## config.mk

```make
export PLATFORM = sky130hd
export DESIGN_NAME = yfp_back
export DESIGN_NICKNAME = d
export VERILOG_FILES = /design/src/design/yfp_pkg.sv /design/src/design/yfp_back.sv
export SDC_FILE = /design/constraint.sdc
export NUM_CORES = 2
export LEC_CHECK = 0
export BUFFER_PORTS_ARGS = -buffer_cell sky130_fd_sc_hd__buf_2
export CAP_MARGIN = 5
export CORE_MARGIN = 1.5
export CORE_UTILIZATION = 45
export DETAILED_ROUTE_END_ITERATION = 12
export PLACE_DENSITY = 0.72
export SYNTH_ARGS = -nofsm -noshare
export SYNTH_HDL_FRONTEND = slang
export SYNTH_SLANG_ARGS = --single-unit
```

## constraint.sdc

```tcl
create_clock -name i_clk -period 10.03 [get_ports i_clk]
set_clock_uncertainty 0.15 [all_clocks]
set_input_delay 2.006 -clock i_clk [delete_from_list [all_inputs] [get_ports i_clk]]
set_output_delay 2.006 -clock i_clk [all_outputs]
set_load 0.05 [all_outputs]
```

## src/design/yfp_pkg.sv

```systemverilog
// Types and constants of the YUV 4:2:0 frame PSNR block.
// No dependencies; imported by every module of the block.
package yfp_pkg;

    localparam int SAMPLE_W  = 8;
    localparam int PLANE_W   = 2;
    localparam int CFG_W     = 13;
    localparam int CFG_IDX_W = 2;
    localparam int PSNR_W    = 14;
    localparam int TOTAL_W   = 42;
    localparam int SUM_W     = 40;
    localparam int SQ_W      = 16;

    // log2 unit: input wide enough for 255^2 * N and for the total error
    localparam int LOG_IN_W = 43;
    localparam int LOG_FRAC = 24;
    localparam int EXP_W    = 6;
    localparam int LOG_W    = EXP_W + LOG_FRAC;
    localparam int MANT_W   = 32;
    localparam int K_W      = 32;

    localparam int QUEUE_DEPTH = 2;

    localparam logic [K_W-1:0] TEN_LOG10_2_Q30 = 32'd3232284966;
    localparam logic [15:0]    PEAK_SQ         = 16'd65025;
    localparam int             PSNR_CAP_DB     = 60;

    localparam logic [PLANE_W-1:0] PLANE_Y = 2'd0;
    localparam logic [PLANE_W-1:0] PLANE_U = 2'd1;
    localparam logic [PLANE_W-1:0] PLANE_V = 2'd2;

    localparam logic [CFG_IDX_W-1:0] CFG_LUMA_WIDTH    = 2'd0;
    localparam logic [CFG_IDX_W-1:0] CFG_LUMA_HEIGHT   = 2'd1;
    localparam logic [CFG_IDX_W-1:0] CFG_CHROMA_WIDTH  = 2'd2;
    localparam logic [CFG_IDX_W-1:0] CFG_CHROMA_HEIGHT = 2'd3;

    localparam int RES_IDX_W = 2;
    localparam int RES_COUNT = 4;
    localparam logic [RES_IDX_W-1:0] RES_Y = 2'd0;
    localparam logic [RES_IDX_W-1:0] RES_U = 2'd1;
    localparam logic [RES_IDX_W-1:0] RES_V = 2'd2;
    localparam logic [RES_IDX_W-1:0] RES_F = 2'd3;

    typedef struct packed {
        logic [SAMPLE_W-1:0] source_sample;
        logic [SAMPLE_W-1:0] recon_sample;
        logic [PLANE_W-1:0]  plane;
        logic                frame_end;
    } t_in_item;

    typedef struct packed {
        logic [PSNR_W-1:0]  y_psnr;
        logic [PSNR_W-1:0]  u_psnr;
        logic [PSNR_W-1:0]  v_psnr;
        logic [PSNR_W-1:0]  frame_psnr;
        logic [TOTAL_W-1:0] total_sq_error;
    } t_out_item;

    typedef struct packed {
        logic [CFG_W-1:0] luma_width;
        logic [CFG_W-1:0] luma_height;
        logic [CFG_W-1:0] chroma_width;
        logic [CFG_W-1:0] chroma_height;
    } t_cfg;

    // per-frame error sums handed from the front to the back
    typedef struct packed {
        logic [SUM_W-1:0] y_sse;
        logic [SUM_W-1:0] u_sse;
        logic [SUM_W-1:0] v_sse;
    } t_job;

    typedef struct packed {
        logic full;
        logic empty;
    } t_q_status;

    typedef struct packed {
        logic                start;
        logic [LOG_IN_W-1:0] x;
    } t_log_req;

    typedef struct packed {
        logic             done;
        logic [LOG_W-1:0] value;
    } t_log_rsp;

endpackage

```

## src/design/yfp_back.sv

```systemverilog
// Back end: pops frame jobs, computes four PSNR values with the shared log2
// unit and holds the result in the output register. Depends on yfp_pkg.
module yfp_back #(
    parameter int MAX_WIDTH      = 4096,
    parameter int MAX_HEIGHT     = 4096,
    parameter int PSNR_FRAC_BITS = 8
) (
    input  logic               i_clk,
    input  logic               i_rst_n,
    input  yfp_pkg::t_cfg      i_cfg,
    input  yfp_pkg::t_q_status i_q_status,
    input  yfp_pkg::t_job      i_job,
    output logic               o_pop,
    output yfp_pkg::t_log_req  o_log_req,
    input  yfp_pkg::t_log_rsp  i_log_rsp,
    output logic               o_out_valid,
    input  logic               i_out_stall,
    output yfp_pkg::t_out_item o_out_data
);
    import yfp_pkg::*;

    localparam int CFG_MAX = (1 << CFG_W) - 1;
    localparam int W_DIM_W = (MAX_WIDTH > CFG_MAX) ? CFG_W : $clog2(MAX_WIDTH + 1);
    localparam int H_DIM_W = (MAX_HEIGHT > CFG_MAX) ? CFG_W : $clog2(MAX_HEIGHT + 1);
    localparam int NY_W    = W_DIM_W + H_DIM_W;
    localparam int NF_W    = NY_W + 1;
    localparam int NUM_W   = NF_W + 16;
    localparam int PROD_W  = LOG_W + K_W;
    localparam int ACC_W   = PROD_W + 1;
    localparam int RND_SH  = 54 - PSNR_FRAC_BITS;
    localparam int P_W     = ACC_W - RND_SH;
    localparam logic [ACC_W-1:0] RND = ACC_W'(1) << (53 - PSNR_FRAC_BITS);
    localparam logic [P_W-1:0]   CAP = P_W'(PSNR_CAP_DB) << PSNR_FRAC_BITS;
    localparam logic [PSNR_W-1:0] CAP_OUT = PSNR_W'(CAP);

    typedef enum logic [9:0] {
        B_IDLE = 10'b00_0000_0001,
        B_DIM  = 10'b00_0000_0010,
        B_NF   = 10'b00_0000_0100,
        B_NUM  = 10'b00_0000_1000,
        B_CHK  = 10'b00_0001_0000,
        B_LOGN = 10'b00_0010_0000,
        B_LOGD = 10'b00_0100_0000,
        B_MUL  = 10'b00_1000_0000,
        B_RND  = 10'b01_0000_0000,
        B_OUT  = 10'b10_0000_0000
    } t_back_state;

    t_back_state          r_state;
    t_back_state          w_adv_state;
    logic [RES_IDX_W-1:0] r_k;
    logic                 r_out_valid;
    t_out_item            r_out_data;

    logic [SUM_W-1:0]   r_sse_y, r_sse_u, r_sse_v;
    logic [TOTAL_W-1:0] r_tot, r_sse_cur, w_sse_sel;
    logic [NY_W-1:0]    r_ny, r_nc;
    logic [NF_W-1:0]    r_nf, w_n_sel;
    logic [NY_W+1:0]    w_ny3;
    logic [NUM_W-1:0]   r_num;
    logic [LOG_W-1:0]   r_ln, r_diff;
    logic [PROD_W-1:0]  r_prod;
    logic [ACC_W-1:0]   w_acc;
    logic [P_W-1:0]     w_p, w_p_cap;
    logic [PSNR_W-1:0]  r_res [RES_COUNT];

    logic              w_out_free, w_chk_direct, w_no_gain, w_res_we;
    logic [PSNR_W-1:0] w_res_val;

    function automatic logic [W_DIM_W-1:0] clamp_w(input logic [CFG_W-1:0] v);
        return (32'(v) > 32'(MAX_WIDTH)) ? W_DIM_W'(MAX_WIDTH) : W_DIM_W'(v);
    endfunction

    function automatic logic [H_DIM_W-1:0] clamp_h(input logic [CFG_W-1:0] v);
        return (32'(v) > 32'(MAX_HEIGHT)) ? H_DIM_W'(MAX_HEIGHT) : H_DIM_W'(v);
    endfunction

    assign o_out_valid  = r_out_valid;
    assign o_out_data   = r_out_data;
    assign o_pop        = (r_state == B_IDLE) && !i_q_status.empty;
    assign w_out_free   = !r_out_valid || !i_out_stall;
    assign w_chk_direct = (r_sse_cur == '0) || (r_num == '0);
    assign w_no_gain    = (r_ln <= i_log_rsp.value);
    assign w_adv_state  = (r_k == RES_F) ? B_OUT : B_NUM;
    assign w_ny3        = {1'b0, r_ny, 1'b0} + (NY_W + 2)'(r_ny);
    assign w_acc        = ACC_W'(r_prod) + RND;
    assign w_p          = w_acc[ACC_W-1:RND_SH];
    assign w_p_cap      = (w_p > CAP) ? CAP : w_p;

    always_comb begin
        case (r_k)
            RES_Y:        w_n_sel = NF_W'(r_ny);
            RES_U, RES_V: w_n_sel = NF_W'(r_nc);
            default:      w_n_sel = r_nf;
        endcase
        case (r_k)
            RES_Y:   w_sse_sel = TOTAL_W'(r_sse_y);
            RES_U:   w_sse_sel = TOTAL_W'(r_sse_u);
            RES_V:   w_sse_sel = TOTAL_W'(r_sse_v);
            default: w_sse_sel = r_tot;
        endcase
    end

    always_comb begin
        o_log_req.start = 1'b0;
        o_log_req.x     = LOG_IN_W'(r_num);
        w_res_we        = 1'b0;
        w_res_val       = '0;
        case (r_state)
            B_CHK: begin
                if (w_chk_direct) begin
                    // no error: full cap; no samples but some error: zero
                    w_res_we  = 1'b1;
                    w_res_val = (r_sse_cur == '0) ? CAP_OUT : '0;
                end else begin
                    o_log_req.start = 1'b1;
                end
            end
            B_LOGN: begin
                if (i_log_rsp.done) begin
                    o_log_req.start = 1'b1;
                    o_log_req.x     = LOG_IN_W'(r_sse_cur);
                end
            end
            B_LOGD: begin
                if (i_log_rsp.done && w_no_gain) w_res_we = 1'b1;
            end
            B_RND: begin
                w_res_we  = 1'b1;
                w_res_val = PSNR_W'(w_p_cap);
            end
            default: ;
        endcase
    end

    always_ff @(posedge i_clk) begin
        if (!i_rst_n) begin
            r_state     <= B_IDLE;
            r_k         <= RES_Y;
            r_out_valid <= 1'b0;
        end else begin
            case (r_state)
                B_IDLE: if (!i_q_status.empty) r_state <= B_DIM;
                B_DIM: begin
                    r_k     <= RES_Y;
                    r_state <= B_NF;
                end
                B_NF:  r_state <= B_NUM;
                B_NUM: r_state <= B_CHK;
                B_CHK: begin
                    if (w_chk_direct) begin
                        r_k     <= r_k + RES_IDX_W'(1);
                        r_state <= w_adv_state;
                    end else begin
                        r_state <= B_LOGN;
                    end
                end
                B_LOGN: if (i_log_rsp.done) r_state <= B_LOGD;
                B_LOGD: begin
                    if (i_log_rsp.done) begin
                        if (w_no_gain) begin
                            r_k     <= r_k + RES_IDX_W'(1);
                            r_state <= w_adv_state;
                        end else begin
                            r_state <= B_MUL;
                        end
                    end
                end
                B_MUL: r_state <= B_RND;
                B_RND: begin
                    r_k     <= r_k + RES_IDX_W'(1);
                    r_state <= w_adv_state;
                end
                B_OUT: if (w_out_free) r_state <= B_IDLE;
                default: r_state <= B_IDLE;
            endcase

            if (r_state == B_OUT && w_out_free) r_out_valid <= 1'b1;
            else if (!i_out_stall)              r_out_valid <= 1'b0;
        end
    end

    always_ff @(posedge i_clk) begin
        case (r_state)
            B_IDLE: begin
                if (o_pop) begin
                    r_sse_y <= i_job.y_sse;
                    r_sse_u <= i_job.u_sse;
                    r_sse_v <= i_job.v_sse;
                end
            end
            B_DIM: begin
                r_ny  <= clamp_w(i_cfg.luma_width) * clamp_h(i_cfg.luma_height);
                r_nc  <= clamp_w(i_cfg.chroma_width) * clamp_h(i_cfg.chroma_height);
                r_tot <= TOTAL_W'(r_sse_y) + TOTAL_W'(r_sse_u) + TOTAL_W'(r_sse_v);
            end
            B_NF:  r_nf <= w_ny3[NY_W+1:1];  // luma count * 3 / 2
            B_NUM: begin
                r_num     <= w_n_sel * PEAK_SQ;
                r_sse_cur <= w_sse_sel;
            end
            B_LOGN: if (i_log_rsp.done) r_ln <= i_log_rsp.value;
            B_LOGD: if (i_log_rsp.done && !w_no_gain) r_diff <= r_ln - i_log_rsp.value;
            B_MUL:  r_prod <= r_diff * TEN_LOG10_2_Q30;
            B_OUT: begin
                if (w_out_free) begin
                    r_out_data.y_psnr         <= r_res[RES_Y];
                    r_out_data.u_psnr         <= r_res[RES_U];
                    r_out_data.v_psnr         <= r_res[RES_V];
                    r_out_data.frame_psnr     <= r_res[RES_F];
                    r_out_data.total_sq_error <= r_tot;
                end
            end
            default: ;
        endcase

        if (w_res_we) r_res[r_k] <= w_res_val;
    end

endmodule

```

* Yosys cells after proc, flatten, opt, wreduce, memory -nomap -nowiden *
Memories as Yosys holds them, arrays and structs flattened. A register that Yosys moved wholly into a read port is not among the register bits.
Index checks and enable logic that the tools add are counted.
W data, S select, Z words.

word-level totals
  memories = 1
  input port bits = 208
  flip-flop bits (word level) = 502
  memory bits (writable) = 56
  output and inout bits = 144

cells by class
  multiply operators = 4
  $lt $le $gt $ge = 6
  multiplexer cells = 33
  $add $sub $neg = 6
  reduce and logical (&&, ||, !) cells = 21
  equality and inequality tests = 20

memories
  memory  words  bits a word  read ports  clocked after Yosys merged registers in  wr ports  line            source
  r_res   4      14           4           4                                        1         yfp_back.sv:65  logic [PSNR_W-1:0] r_res [RES_COUNT];

operator list
  kind                      count
  $pmux W42 S3              1
  $pmux W10 S10             1
  $mux W10                  7
  $add A62 B46 Y63 const B  1
  $mul A30 B31 Y61 const B  1
  $pmux W27 S2              1
  $gt A13 B13 Y1 const B    4
  $mul A13 B13 Y26          2
  $mux W13                  4
  $mux W44                  1
  $logic_not A43 Y1         1
  $mul A27 B16 Y43 const B  1
  $mux W43                  1
  $add A41 B40 Y42          1
  $logic_not A42 Y1         1
  $mux W14                  3
  $add A40 B40 Y41          1
  $le A30 B30 Y1            1
  $sub A30 B30 Y30          1
  $add A27 B26 Y28          1
  $pmux W14 S2              1
  $gt A17 B14 Y1 const B    1
  $ne A2 B2 Y1 const B      6
  $eq A10 B1 Y1 const B     1
  other kinds (26)          46

* Depth between registers and ports, before layout *
  depth after elaboration = 6
  depth in mapped cells = 31
  gate-level depth less buffers = 29

* Worst setup path after synthesis *
Ideal clock, no wire load.

  path type = input to output
  start point = input port i_q_status[0] in the netlist's numbering
  end point = output port o_pop
  buffers on the path = 0
  stages on the path = 1
  arrival time = 7563 ps
  slack = 311 ps
  cells stage by stage = nor2_1

between the ends
  word-level cells in the longest chain between the ends = 2

ends and longest elaborated chain
  item                 line            source
  start, declared      yfp_back.sv:11  input yfp_pkg::t_q_status i_q_status,
  $logic_not A1 Y1     --
  $logic_and A1 B1 Y1  yfp_back.sv:80  assign o_pop = (r_state == B_IDLE) && !i_q_status.empty;
  end, declared        yfp_back.sv:13  output logic o_pop,

Every way passes these cells.

* Worst setup path in the final report *
  start point = input port i_cfg[12] in the netlist's numbering
  end point = register r_nc[25] (data pin)

between the ends
  word-level cells in the longest chain between the ends = 3

ends and longest elaborated chain
  item                  line             source
  start, declared       yfp_back.sv:10   input yfp_pkg::t_cfg i_cfg,
  $gt A13 B13 Y1        yfp_back.sv:75   return (32'(v) > 32'(MAX_HEIGHT)) ? H_DIM_W'(MAX_HEIGHT) : H_DIM_W'(v);
  $mux W13 (*)          yfp_back.sv:75
  $mul A13 B13 Y26 (*)  yfp_back.sv:194  r_nc <= clamp_w(i_cfg.chroma_width) * clamp_h(i_cfg.chroma_height);
  end signal, assigned  yfp_back.sv:194
  end, declared         yfp_back.sv:57   logic [NY_W-1:0] r_ny, r_nc;

Every way passes the cells marked *; elsewhere a longest branch is shown, timed or not.
A chain may end at the register's enable or synchronous reset.

==> impl_metrics.ini <==
[synth]
avgSynthCellArea_sq_um = 10.74
yosysUniqueCellTypes = 73
syn-cell-area_sq_mm = 0.05401
ys_warn_count = 0
yosysSeqAreaShare = 0.3145
async_flop_share = 0
synthFlopType = edfxtp_1
synth_edf_count = 557
ys_ff_latch = 570
syn_nets = 6590
netlist_instances = 5029

[critical_path]
critPathSlowestCell = fa_1
cp.required_ns = 10.26
crit_buf_inv = 6
worstSetupPathType = in2reg
crit_fanout = 20
cp-start-kind = input pin
cp-end-kind = flip-flop
cp_top_family = adder cells
worst_path_largest_cell_delay_ns = 0.54
crit_arrival_ns = 8.59

[global_route]
first_global_vias = 37820
grt_usage = 0.2144
grt_pass1_wl_mm = 205.0
overflow = 0
grt_max_degree = 86
antenna_found_initial = 10

[route]
ant_nets = 0
finalWirelength_mm = 130.0
vias_per_cell = 5.186
drt_iter0_markers = 2920
vias = 36450
dr_wl_met2_mm = 59.53
dr_wl_met3_mm = 8.510
wl_met1_mm = 58.34
wl_per_cell_um = 18.50
drt_first_pass_iters = 10
highest_layer = met5
drc_errors = 0

[finish]
final_common_cell = inv_1
syn_to_final_growth_pct = 10.65
fin_nets = 6933
final_cell_mix = inv_1 (1,045), ha_1 (751), fa_1 (598), edfxtp_1 (557), nand2_1 (430)
fill_cells = 10660
drive_gt1_frac = 0.09515
instances_no_fill = 7029

[power]
seqPwrFrac = 0.294
p_leak_nw = 28.65
p_sw_mw = 3.960
p_clk_frac = 0.221
p_sw_frac = 0.3744
power_density_mw_per_mm2 = 177.0
combPwrFrac = 0.486
ir_drop_mv = 0.3318
p_int_mw = 6.617

[outcome]
status = finished, final reports clean

[sta]
setup_viol = 0
finalHoldViolCount = 0
period_share = 0.8332
worst-slew-pin-transition_ns = 1.164
fmax_mhz = 119.7
rsz0062_at_grt = false
max-slew-margin-rel = 0.2155
drv_slew = 0
tns_ns = 0
layout_min_cycle_time_ns = 8.357
worst_slack_ns = 1.673

[min_path]
min_path_type = reg2reg

[clocking]
cts_root_buf = clkbuf_16
clock_latency_ns = 0.67
cts_hold_buf = 0
cts_resized = 0
tritoncts = built
clk_pin_slew_ns = 0.06
htree_levels = 2
cts.sinks = 570
cts_max_path_buffers = 3
cts_made_buffers = 59
post-cts-setup-buffers = 0

[floorplan]
rows = 126
dieHeight_um = 349.4
initial_core_util = 0.4555
dieArea_sq_mm = 0.1221
dieWidth_um = 349.4
design.core.area_sq_mm = 0.1186
io_pins = 352

[placement]
io_buffer_count = 350
dp_hpwl_mm = 105.4
dp_cells = 6911
dp_slack_ns = 1.113
gp_congestion = 0.9525

[job]
maxCapViolCount = 0
-- through the flow --
step	utilization	instance area, sq um	hold slack, ns	power, mW
2_1_floorplan	-	54010	0.2503	7.127
3_3_place_gp	0.4863	57660	0.2524	8.141
3_5_place_dp	0.4863	57660	0.2545	8.203
4_1_cts	0.5039	59740	0.2629	10.64
5_1_grt	0.5040	59750	0.2690	11.49
6_report	0.5041	59760	0.2627	10.58
-- worst register-to-register path: stages (launching register included) --
cell and delay [ns]:
dfxtp_1 0.45, inv_1 0.11, ha_2 0.69, a22oi_1 0.20
o21ai_0 0.78, xnor2_1 0.29, ha_1 0.29, nor2_1 0.25
fa_1 0.44, inv_1 0.08, fa_1 0.42, fa_1 0.49
inv_1 0.05, fa_1 0.49, inv_1 0.04, ha_1 0.27
ha_1 0.34, nand2_1 0.08, o31ai_1 0.66, nand2_1 0.14
a21oi_1 0.36, a31oi_1 0.18, o21ai_0 0.29, o41ai_1 0.14
o21bai_1 0.14, a21oi_1 0.09, xnor2_1 0.14
-- path summary, 6_finish.rpt --
path	start	to	slack (ns)	cells after the start
min	r_res[1][5]	o_out_data[75]	0.26	0
min reg2reg	r_res[1][5]	o_out_data[75]	0.26	0
max reg2reg	r_k[0]	r_num[42]	1.76	26
max	i_cfg[12]	r_nc[25]	1.67	25
-- logic make-up (layout without fill, tap and decap cells) --
logic type                 count (synthesis)  count (layout)  synth area share
buffers and inverters                   1142            1536           0.07937
other                                      0               6                 0
adders and majority gates               1353            1353            0.3966
DFF                                      570             570            0.3145
muxes                                     41              41          0.007599
AOI/OAI and AO/OA                        635             635           0.07835
and+or+nand+nor                         1083            1083           0.09033
xor gates and xnor gates                 205             205           0.03325
-- metal layers --
layer,up-vias,track usage
li1,17320,-
met1,17710,0.2971
met2,1232,0.3567
met3,185,0.02472
met4,4,0.05759
met5,-,0
-- registers in the layout, summed over array words and instances, names as in the netlist --
signal and flops:
o_out_data 98, o_out_valid 1, r_diff 30, r_k 2, r_ln 30, r_nc 26, r_nf 27, r_num 43
r_ny 26, r_prod 17, r_res 56, r_sse_cur 42, r_sse_u 40, r_sse_v 40, r_sse_y 40, r_state 10
r_tot 42
-- Yosys cell counts (75+ instances only) --
cell,instances,share of area
xnor2_1,130,0.021
edfxtp_1,557,0.31
xor2_1,75,0.012
inv_1,1047,0.073
clkbuf_1,86,0.0060
o21ai_0,101,0.0094
a21o_1,103,0.014
nand2_1,430,0.030
nor2_1,304,0.021
nor2b_1,77,0.0089
ha_1,755,0.17
fa_1,598,0.22
a21oi_1,187,0.017
-- final cells by class --
type	instances	area, sq um	share of cell area
repair buffers	375	1939	0.03245
clock buffers	62	1488	0.02489
clock inverters	50	601.8	0.01007
well taps	1600	2002	0.03350
inverters	1049	3941	0.06595
diodes	6	15.01	0.0002512
flip-flops and latches	570	16990	0.2842
multi-input cells	3317	32790	0.5486
-- power by group through the flow --
| stage | registers, mW | logic, mW | clock network [mW] |
|---|---|---|---|
| after global placement | 3.15 | 4.99 | 0 |
| final | 3.11 | 5.14 | 2.33 |
| after floorplan | 3.15 | 3.98 | 0 |
| after CTS | 3.11 | 5.15 | 2.39 |
| after global routing | 3.12 | 5.90 | 2.47 |
| after detailed placement | 3.15 | 5.05 | 0 |
No activity file was read; power rests on OpenSTA's default activity.
